### config.mk
export PLATFORM = sky130hd
export DESIGN_NAME = trajectory_step_accumulator_top
export DESIGN_NICKNAME = d
export VERILOG_FILES = /design/src/design/tsa_pkg.sv /design/src/design/tsa_ctrl.sv /design/src/design/tsa_datapath.sv /design/src/design/trajectory_step_accumulator_top.sv
export SDC_FILE = /design/constraint.sdc
export NUM_CORES = 2
export LEC_CHECK = 0
export ABC_CLOCK_PERIOD_IN_PS = 8100
export BUFFER_PORTS_ARGS = -buffer_cell sky130_fd_sc_hd__buf_2
export CAP_MARGIN = 20
export CORE_ASPECT_RATIO = 1.75
export CORE_MARGIN = 2
export CORE_UTILIZATION = 60
export CTS_BUF_LIST = sky130_fd_sc_hd__clkbuf_4 sky130_fd_sc_hd__clkbuf_8 sky130_fd_sc_hd__clkbuf_16
export CTS_CLUSTER_SIZE = 14
export DETAILED_ROUTE_END_ITERATION = 6
export PLACE_DENSITY = 0.82
export SLEW_MARGIN = 20
export SYNTH_ARGS = -nofsm -noshare
export SYNTH_HDL_FRONTEND = slang
export SYNTH_SLANG_ARGS = --single-unit
### constraint.sdc
create_clock -name clock -period 8.1 [get_ports clock]
set_input_delay 1.215 -clock clock [delete_from_list [all_inputs] [get_ports clock]]
set_output_delay 1.215 -clock clock [all_outputs]
set_load 0.01 [all_outputs]
### src/design/tsa_pkg.sv
// shared types, constants and the arctangent table for the trajectory step accumulator
package tsa_pkg;

   // cordic gain 0.60725... in Q30
   localparam logic [29:0] GAIN_Q30 = 30'd652032874;

   // width of the rotating vector: |y| < 2^46, one guard bit and a sign bit
   localparam int XY_W = 48;
   // width of the residual angle in 2^-32 turn units, with headroom
   localparam int Z_W = 34;

   localparam int ATAN_COUNT = 24;
   localparam int ATAN_IDX_W = 5;

   typedef enum logic [1:0] {
      ST_IDLE,
      ST_SETUP,
      ST_ROTATE,
      ST_UPDATE
   } state_type;

   typedef struct packed {
      logic load;     // take a new word, advance the heading
      logic setup;    // build the start vector and angle
      logic rotate;   // one cordic iteration
      logic update;   // move the position, fill the output register
   } dp_cmd_type;

   typedef struct packed {
      logic rotate_last;
   } dp_status_type;

   // atan(2^-i) in units of 2^-32 turn
   function automatic logic [31:0] atan_turn(input logic [ATAN_IDX_W-1:0] idx);
      logic [31:0] val;
      case (idx)
         5'd0:    val = 32'h20000000;
         5'd1:    val = 32'h12E4051E;
         5'd2:    val = 32'h09FB385B;
         5'd3:    val = 32'h051111D4;
         5'd4:    val = 32'h028B0D43;
         5'd5:    val = 32'h0145D7E1;
         5'd6:    val = 32'h00A2F61E;
         5'd7:    val = 32'h00517C55;
         5'd8:    val = 32'h0028BE53;
         5'd9:    val = 32'h00145F2F;
         5'd10:   val = 32'h000A2F98;
         5'd11:   val = 32'h000517CC;
         5'd12:   val = 32'h00028BE6;
         5'd13:   val = 32'h000145F3;
         5'd14:   val = 32'h0000A2FA;
         5'd15:   val = 32'h0000517D;
         5'd16:   val = 32'h000028BE;
         5'd17:   val = 32'h0000145F;
         5'd18:   val = 32'h00000A30;
         5'd19:   val = 32'h00000518;
         5'd20:   val = 32'h0000028C;
         5'd21:   val = 32'h00000146;
         5'd22:   val = 32'h000000A3;
         5'd23:   val = 32'h00000051;
         default: val = 32'h00000000;
      endcase
      return val;
   endfunction

endpackage

### src/design/tsa_ctrl.sv
// sequencing state machine and output valid for the trajectory step accumulator
module tsa_ctrl
   import tsa_pkg::*;
(
   input  logic          clock,
   input  logic          reset,
   input  logic          req_valid,
   output logic          req_stall,
   output logic          rsp_valid,
   input  logic          rsp_stall,
   output dp_cmd_type    cmd,
   input  dp_status_type status
);

   state_type state_ff, state_in;
   logic      out_valid_ff, out_valid_in;

   always_ff @(posedge clock) begin
      if (reset) begin
         state_ff     <= ST_IDLE;
         out_valid_ff <= 1'b0;
      end else begin
         state_ff     <= state_in;
         out_valid_ff <= out_valid_in;
      end
   end

   always_comb begin
      state_in  = state_ff;
      cmd       = '0;
      req_stall = 1'b1;
      case (state_ff)
         ST_IDLE: begin
            req_stall = 1'b0;
            if (req_valid) begin
               cmd.load = 1'b1;
               state_in = ST_SETUP;
            end
         end
         ST_SETUP: begin
            cmd.setup = 1'b1;
            state_in  = ST_ROTATE;
         end
         ST_ROTATE: begin
            cmd.rotate = 1'b1;
            if (status.rotate_last) begin
               state_in = ST_UPDATE;
            end
         end
         ST_UPDATE: begin
            // wait for the output register to free up
            if (!out_valid_ff || !rsp_stall) begin
               cmd.update = 1'b1;
               state_in   = ST_IDLE;
            end
         end
         default: begin
            state_in = ST_IDLE;
         end
      endcase
   end

   always_comb begin
      if (cmd.update) begin
         out_valid_in = 1'b1;
      end else if (!rsp_stall) begin
         out_valid_in = 1'b0;
      end else begin
         out_valid_in = out_valid_ff;
      end
   end

   assign rsp_valid = out_valid_ff;

endmodule

### src/design/tsa_datapath.sv
// heading, cordic rotator, saturating position and output registers
module tsa_datapath
   import tsa_pkg::*;
#(
   parameter int ANGLE_BITS = 16,
   parameter int POS_BITS   = 32,
   parameter int STEPS      = 16
) (
   input  logic                  clock,
   input  logic                  reset,
   input  dp_cmd_type            cmd,
   output dp_status_type         status,
   input  logic [ANGLE_BITS-1:0] req_deflection,
   input  logic [15:0]           req_step_length,
   input  logic                  req_restart,
   output logic [POS_BITS-1:0]   rsp_new_x,
   output logic [POS_BITS-1:0]   rsp_new_y,
   output logic [ANGLE_BITS-1:0] rsp_new_heading
);

   localparam int CNT_W = (STEPS > 1) ? $clog2(STEPS) : 1;
   // rounded displacement: bits 47..30 of the vector
   localparam int D_W   = XY_W - 30;
   localparam int SUM_W = ((POS_BITS > D_W) ? POS_BITS : D_W) + 1;
   localparam logic signed [SUM_W-1:0] POS_MAX =
      {{(SUM_W-POS_BITS+1){1'b0}}, {(POS_BITS-1){1'b1}}};
   localparam logic signed [SUM_W-1:0] POS_MIN = ~POS_MAX;
   localparam logic signed [XY_W-1:0] ROUND_HALF = XY_W'(64'd1 << 29);

   // architectural state
   logic        [ANGLE_BITS-1:0] heading_ff, heading_in;
   logic signed [POS_BITS-1:0]   pos_x_ff, pos_x_in;
   logic signed [POS_BITS-1:0]   pos_y_ff, pos_y_in;

   // per-word working registers
   logic        [15:0]           len_ff;
   logic                         restart_ff;
   logic signed [XY_W-1:0]       x_ff, x_in;
   logic signed [XY_W-1:0]       y_ff, y_in;
   logic signed [Z_W-1:0]        z_ff, z_in;
   logic        [CNT_W-1:0]      cnt_ff, cnt_in;

   logic [POS_BITS-1:0]   out_x_ff, out_y_ff;
   logic [ANGLE_BITS-1:0] out_heading_ff;

   // start vector
   logic        [45:0]     prod;
   logic signed [XY_W-1:0] prod_ext;
   logic        [31:0]     z_turn;
   logic                   half_turn;

   // rotation
   logic signed [XY_W-1:0] x_shift, y_shift;
   logic signed [Z_W-1:0]  atan_ext;

   // position update
   logic signed [XY_W-1:0]   x_round, y_round;
   logic signed [D_W-1:0]    dx, dy;
   logic signed [SUM_W-1:0]  base_x, base_y, sum_x, sum_y;
   logic signed [POS_BITS-1:0] sat_x, sat_y;

   function automatic logic [45:0] req_len_mult(input logic [15:0] len);
      return 46'(len) * 46'(GAIN_Q30);
   endfunction

   assign heading_in = (req_restart ? '0 : heading_ff) + req_deflection;

   assign prod     = req_len_mult(len_ff);
   assign prod_ext = XY_W'(prod);
   assign z_turn   = {heading_ff, {(32-ANGLE_BITS){1'b0}}};
   // second and third quadrant: flip the start vector, pull the angle back half a turn
   assign half_turn = z_turn[31] ^ z_turn[30];

   assign x_shift  = x_ff >>> cnt_ff;
   assign y_shift  = y_ff >>> cnt_ff;
   assign atan_ext = Z_W'(atan_turn(ATAN_IDX_W'(cnt_ff)));

   always_comb begin
      x_in   = x_ff;
      y_in   = y_ff;
      z_in   = z_ff;
      cnt_in = cnt_ff;
      if (cmd.setup) begin
         x_in   = '0;
         y_in   = half_turn ? prod_ext : -prod_ext;
         z_in   = Z_W'($signed({z_turn[31] ^ half_turn, z_turn[30:0]}));
         cnt_in = '0;
      end else if (cmd.rotate) begin
         if (!z_ff[Z_W-1]) begin
            x_in = x_ff - y_shift;
            y_in = y_ff + x_shift;
            z_in = z_ff - atan_ext;
         end else begin
            x_in = x_ff + y_shift;
            y_in = y_ff - x_shift;
            z_in = z_ff + atan_ext;
         end
         cnt_in = cnt_ff + 1'b1;
      end
   end

   assign status.rotate_last = (cnt_ff == CNT_W'(STEPS-1));

   // round half up to whole position units
   assign x_round = x_ff + ROUND_HALF;
   assign y_round = y_ff + ROUND_HALF;
   assign dx      = x_round[XY_W-1:30];
   assign dy      = y_round[XY_W-1:30];

   assign base_x = restart_ff ? '0 : SUM_W'(pos_x_ff);
   assign base_y = restart_ff ? '0 : SUM_W'(pos_y_ff);
   assign sum_x  = base_x + SUM_W'(dx);
   assign sum_y  = base_y + SUM_W'(dy);

   always_comb begin
      if (sum_x > POS_MAX) begin
         sat_x = POS_MAX[POS_BITS-1:0];
      end else if (sum_x < POS_MIN) begin
         sat_x = POS_MIN[POS_BITS-1:0];
      end else begin
         sat_x = sum_x[POS_BITS-1:0];
      end
      if (sum_y > POS_MAX) begin
         sat_y = POS_MAX[POS_BITS-1:0];
      end else if (sum_y < POS_MIN) begin
         sat_y = POS_MIN[POS_BITS-1:0];
      end else begin
         sat_y = sum_y[POS_BITS-1:0];
      end
   end

   assign pos_x_in = cmd.update ? sat_x : pos_x_ff;
   assign pos_y_in = cmd.update ? sat_y : pos_y_ff;

   always_ff @(posedge clock) begin
      if (reset) begin
         heading_ff <= '0;
         pos_x_ff   <= '0;
         pos_y_ff   <= '0;
      end else begin
         if (cmd.load) begin
            heading_ff <= heading_in;
         end
         pos_x_ff <= pos_x_in;
         pos_y_ff <= pos_y_in;
      end
   end

   always_ff @(posedge clock) begin
      if (cmd.load) begin
         len_ff     <= req_step_length;
         restart_ff <= req_restart;
      end
      x_ff   <= x_in;
      y_ff   <= y_in;
      z_ff   <= z_in;
      cnt_ff <= cnt_in;
      if (cmd.update) begin
         out_x_ff       <= sat_x;
         out_y_ff       <= sat_y;
         out_heading_ff <= heading_ff;
      end
   end

   assign rsp_new_x       = out_x_ff;
   assign rsp_new_y       = out_y_ff;
   assign rsp_new_heading = out_heading_ff;

endmodule

### src/design/trajectory_step_accumulator_top.sv
// top level of the trajectory step accumulator: controller plus datapath
// one word at a time: the single shared cordic rotator runs one iteration per cycle,
//   and the next word is taken only in idle
// reset: synchronous, active high; clears position, heading and all valid flags
// the output register holds a finished result while the next word is being worked on
module trajectory_step_accumulator_top
   import tsa_pkg::*;
#(
   parameter int ANGLE_BITS   = 16,
   parameter int POS_BITS     = 32,
   parameter int CORDIC_STEPS = 16
) (
   input  logic                  clock,
   input  logic                  reset,
   // request channel: one step per word
   input  logic                  req_valid,
   output logic                  req_stall,
   input  logic [ANGLE_BITS-1:0] req_deflection,
   input  logic [15:0]           req_step_length,
   input  logic                  req_restart,
   // response channel: new point and heading
   output logic                  rsp_valid,
   input  logic                  rsp_stall,
   output logic [POS_BITS-1:0]   rsp_new_x,
   output logic [POS_BITS-1:0]   rsp_new_y,
   output logic [ANGLE_BITS-1:0] rsp_new_heading
);

   // the arctangent table has 24 entries, so CORDIC_STEPS above 24 is capped to 24
   localparam int STEPS = (CORDIC_STEPS > ATAN_COUNT) ? ATAN_COUNT : CORDIC_STEPS;

   dp_cmd_type    cmd;
   dp_status_type status;

   // sequencer: idle -> setup -> rotate (STEPS iterations) -> update
   tsa_ctrl u_ctrl (
      .clock     (clock),
      .reset     (reset),
      .req_valid (req_valid),
      .req_stall (req_stall),
      .rsp_valid (rsp_valid),
      .rsp_stall (rsp_stall),
      .cmd       (cmd),
      .status    (status)
   );

   // heading accumulate, cordic rotation of (0, -len*gain), saturating move
   tsa_datapath #(
      .ANGLE_BITS (ANGLE_BITS),
      .POS_BITS   (POS_BITS),
      .STEPS      (STEPS)
   ) u_datapath (
      .clock           (clock),
      .reset           (reset),
      .cmd             (cmd),
      .status          (status),
      .req_deflection  (req_deflection),
      .req_step_length (req_step_length),
      .req_restart     (req_restart),
      .rsp_new_x       (rsp_new_x),
      .rsp_new_y       (rsp_new_y),
      .rsp_new_heading (rsp_new_heading)
   );

endmodule
== After elaboration in Yosys (flattened, before gate mapping) ==
Memories as Yosys holds them, arrays and structs flattened. A register that Yosys moved wholly into a read port is not among the register bits.
Index checks and enable logic that the tools add are counted.
Word-level totals
  output and inout bits: 82
  memories: 1
  logic and storage cells: 82
  input bits: 37
  register bits: 314
  memory bits (read-only): 480
Memories
  (name not given): words 16, width 30, read ports 1, clocked after Yosys merged registers in 1, wr ports 0, RTL line tsa_pkg.sv:36  | case (idx)
Operators by class
  bitwise gates (word level): 2
  $add $sub $neg: 13
  reduce and logical (&&, ||, !) cells: 6
  equal/unequal tests: 8
  multiply operators: 1
  $lt $le $gt $ge: 4
  multiplexer cells: 30
  shift operators: 2
Operator list (count)
  2-to-1 mux 48 bit: 5
  2-to-1 mux 32 bit: 4
  2-to-1 mux 34 bit: 3
  adder 48 x 31 -> 48 bit (second input constant): 2
  adder 48 bit: 2
  >>> shifter 48 x 4 -> 48 bit: 2
  subtractor 48 bit: 2
  adder 33 x 18 -> 33 bit: 2
  greater-than comparator 33 x 32 -> 1 bit (second input constant): 2
  less-than comparator 33 x 32 -> 1 bit (second input constant): 2
  2-to-1 mux 33 bit: 2
  negator 46 -> 48 bit: 1
  multiplier 16 x 29 -> 45 bit (second input constant): 1
  adder 34 x 33 -> 34 bit: 1
  subtractor 34 x 33 -> 34 bit: 1
  adder 16 bit: 1
  2-to-1 mux 16 bit: 1
  2-to-1 mux 1 bit: 9
  2-to-1 mux 4 bit: 2
  case mux 2 bit (4 select lines): 1
  2-to-1 mux 2 bit: 3
  adder 4 x 1 -> 4 bit (second input constant): 1
  equality test 2 bit (second input constant): 2
  equality test 4 bit (second input constant): 1
  9 further kinds: 13

== Depth between registers and ports, before layout ==
  word-level depth: 5
  mapped depth: 33
  gate-level depth less buffers: 27

== Hierarchy ==
Synthesis repeated with hierarchy kept, for this count alone.
Second synthesis, totals
  cell total of the unflattened synthesis: 4866
  area total of the unflattened synthesis: 42029.1 um^2
Modules (own cells, without submodules)
  tsa_datapath: times used 1, sequential area each 8458.1 um^2, area an instance 41792.6 um^2, cells each 4840
  tsa_ctrl: times used 1, sequential area each 60.1 um^2, area an instance 236.5 um^2, cells each 26

== Least setup slack after synthesis ==
No wires, ideal clock.
  kind: register -> register
  from: reg u_datapath.len_ff[14]
  to: reg u_datapath.y_ff[43], data pin
  data required time: 7.824 ns
  clock period less this slack: 7.218 ns
  cell stages (with the launch flop): 25
  arrival: 6.941 ns
  path buffers: 0
  path slack: 0.882 ns
  setup time: 0.276 ns
  cell sequence: edfxtp_1 fa_1 xor2_1 ha_1 inv_1 fa_1 inv_1 fa_1 fa_1 inv_1 fa_1 inv_1 ha_1 a21oi_2 o21ai_0 or4_1 a211oi_1 nor3_1 xnor2_1 o21ai_1 a2111oi_2 inv_1 nor3b_1 mux2i_1 o221ai_1
On the way
  longest elaborated chain between the ends: 4
RTL lines
  from (decl): RTL line tsa_datapath.sv:36  | logic [15:0] len_ff;
  from (signal assigned): RTL line tsa_datapath.sv:151  | len_ff <= req_step_length;
  multiplier 16 x 29 -> 45 bit *: RTL line tsa_datapath.sv:63  | return 46'(len) * 46'(GAIN_Q30);
  negator 46 -> 48 bit: RTL line tsa_datapath.sv:85  | y_in = half_turn ? prod_ext : -prod_ext;
  2-to-1 mux 48 bit *: RTL line tsa_datapath.sv:85
  2-to-1 mux 48 bit *: RTL line tsa_datapath.sv:83  | if (cmd.setup) begin
  named net u_datapath.y_in[43]: RTL line tsa_datapath.sv:39  | logic signed [XY_W-1:0] y_ff, y_in;
  to (signal assigned): RTL line tsa_datapath.sv:155  | y_ff <= y_in;
  to (decl): RTL line tsa_datapath.sv:39
Mark *: on every way through the listed nets, which the timed path passes. The rest lies on a longest branch.
A chain may end at the register's enable or synchronous reset.

== Final worst setup path ==
  from: reg u_datapath.len_ff[13]
  to: reg u_datapath.y_ff[43], data pin
The elaborated chain is that of the path after synthesis.

==> reports/results.tsv <==
metric	value	unit
status	completed	
seq_area_frac_synth	20.4	%
worst_r2r_endpoint	u_datapath.y_ff[43]$_DFFE_PP_	
antenna_found_initial	1	
async_reset_ff_share	0	%
fmax	129	MHz
worstHoldStart	u_datapath.pos_y_ff[16]$_SDFFE_PP0P_	
avgSynthCellArea	8.44	um^2
syn_nets	5547	
gr-total-overflow	0	
hpwl	95900	um
insertion_delay	0.59	ns
coreArea	0.0692	mm^2
vias	37087	
drc	0	
syn_area	0.0417	mm^2
reg2regPathDepth	23	
firstDrtPassIters	7	
setup-violations-final	0	
gr-usage-all-layers	34.0	%
yosysTopAreaCellShare	11.7	%
numPortBuffers	118	
finalClockSkew	0.0240	ns
post-route-period-util	95.9	%
clockBufferDepth	3	
grt_pass1_wl	193000	um
rsz0062_at_grt	true	
arrival	8.07	ns
netlist_instances	4944	
max_slew_margin	20.8	%
wl_per_cell	21.0	um
ant_nets	0	
yosysTopAreaCell	ha_1	
synth.top_cells.by_area	ha_1 (12%), edfxtp_1 (12%), dfxtp_1 (8.7%)	
synth_cell_types	103	
io_pins	119	
wl	124000	um
syn_to_final_growth	6.82	%
maxCapViolations	0	
cp-start-kind	flip-flop	
synth-warning-count	0	
timing.rr.start	u_datapath.len_ff[13]$_DFFE_PP_	
std_cell_rows	128	
final_cell_mix	nand2_1 (458), nor2_1 (401), a21oi_1 (392)	
first_iter_violations	2220	
initial_utilization	60.3	%
slew_viol_final	0	
n_antenna_cell	0	
root_buffer	clkbuf_16	
final_common_cell	nand2_1	
placed_area	0.0431	mm^2
holdPathEnd	u_datapath.pos_y_ff[16]$_SDFFE_PP0P_	
clkSinkCount	344	
cts.hold.buffers_added	0	
nets	5559	
cp.required	8.40	ns
place_congestion	1.08	
synth_edf_count	163	
via_per_inst	6.29	
worst_pin_slew	1.18	ns
whs_path_depth	2	
h-tree-depth	2	
cts_tree	yes	
hold_violations	0	
min_path_type	flip-flop to flip-flop	
synth_seq_cells	344	
drive_above_1_share	9.41	%
grt_pass1_vias	37340	
grt_start_max_net_pins	119	
die_area	0.0718	mm^2
die_height	353	um
layout.cell_area.non_filler	0.0446	mm^2
path_max_fanout	8	
cts_buffers	37	
die_w	203	um
end_kind	flip-flop	
cts.reportedPaths.clkPinSlew	0.06	ns
r2r_slack	0.33	ns
finalCriticalPeriod	7.77	ns
synthFlopType	dfxtp_1	
worstSetupPathType	flip-flop to flip-flop	
## kinds of logic (layout without fill, tap and decap cells)
logic type	count (synthesis)	count (layout)	share of synthesized area [%]
compound gates	1278	1278	19.1
xor+xnor	413	413	8.66
fa+ha+maj	592	592	20.7
buf+inv	602	643	5.75
flops	344	344	20.4
mux	261	261	8.75
simple gates	1454	1454	16.6
## layer usage
layer | wire, um | track usage (%) | vias up | part of all wire [%]
li1 | - | - | 17563 | -
met1 | 42100 | 33.8 | 17522 | 34
met2 | 62800 | 61.8 | 1412 | 51
met3 | 6120 | 3.99 | 588 | 4.9
met4 | 12600 | 30.1 | 2 | 10
met5 | 13 | 0 | - | 0.011
## worst max-delay path: stages (launching register included)
cell,delay [ns]
edfxtp_1,0.44
buf_4,0.19
ha_1,0.34
fa_1,0.70
inv_1,0.13
fa_1,0.58
inv_1,0.07
fa_1,0.44
fa_1,0.52
inv_1,0.06
fa_1,0.52
inv_1,0.04
ha_1,0.39
a21oi_1,0.32
o21ai_1,0.23
a21o_1,0.25
a2111o_1,0.41
o211ai_1,0.20
o21ai_0,0.27
nor4_2,0.51
nand3_1,0.26
nor3b_2,0.25
mux2i_1,0.21
o221ai_1,0.12
## state kept, by name (all words and copies together), names as in the netlist, 30 cells and up
register / cells
u_datapath.y_ff: 48
u_datapath.z_ff: 34
u_datapath.pos_y_ff: 32
u_datapath.x_ff: 48
u_datapath.atan_ext: 30
u_datapath.rsp_new_x: 32
u_datapath.pos_x_ff: 32
u_datapath.rsp_new_y: 32
## synth_stat cells (75+ instances only)
cell      number
mux2i_1      138
o21ai_0      301
xor2_1       165
clkbuf_1     138
nor3_1        75
edfxtp_1     163
nor2b_1      126
ha_1         392
a21o_1       174
nand2_1      458
fa_1         174
dfxtp_1      181
a21oi_1      395
nor2_1       402
xnor2_1      248
nand3_1       93
inv_1        369
## repair_timing
action / in CTS / in global routing
endpoints found under the setup margin: 1 / 10
pin swaps: 0 / 2
resized for setup: 1 / 19
setup buffers: 0 / 16
## stage by stage
step | cells | util (%) | worst slack [ns] | setup TNS [ns] | hold slack [ns]
2_1_floorplan | 4944 | - | 0.882 | 0 | 0.417
3_3_place_gp | 5811 | 62.3 | 0.0434 | 0 | 0.425
3_5_place_dp | 5811 | 62.3 | -0.0172 | -0.0172 | 0.434
4_1_cts | 5879 | 64.2 | 0.214 | 0 | 0.448
5_1_grt | 5895 | 64.5 | -0.0458 | -0.0458 | 0.457
6_report | 5895 | 64.5 | 0.334 | 0 | 0.447
## area by class of cell
cell class	count	area, um^2
clock buffer	50	1120
multi-input combinational	3998	31000
inverter	373	1400
timing repair buffer	202	1230
fill	5976	24600
sequential	344	8530
tap	910	1140
clock inverter	18	186
## worst max path at each step
stage | from | to | slack (ns) | cells past startpoint
after floorplan | u_datapath.len_ff[14]$_DFFE_PP_ | u_datapath.y_ff[43]$_DFFE_PP_ | 0.88 | 24
after global placement | u_datapath.len_ff[10]$_DFFE_PP_ | u_datapath.y_ff[40]$_DFFE_PP_ | 0.04 | 23
after detailed placement | u_datapath.len_ff[10]$_DFFE_PP_ | u_datapath.y_ff[40]$_DFFE_PP_ | -0.02 | 23
after CTS | u_datapath.len_ff[5]$_DFFE_PP_ | u_datapath.y_ff[41]$_DFFE_PP_ | 0.21 | 25
after global routing | u_datapath.len_ff[13]$_DFFE_PP_ | u_datapath.y_ff[43]$_DFFE_PP_ | -0.05 | 27
final | u_datapath.len_ff[13]$_DFFE_PP_ | u_datapath.y_ff[43]$_DFFE_PP_ | 0.33 | 23
Power is left out: the tool's default activity adds up to more than one toggle a clock period on the data nets, which glitch-free logic cannot reach.
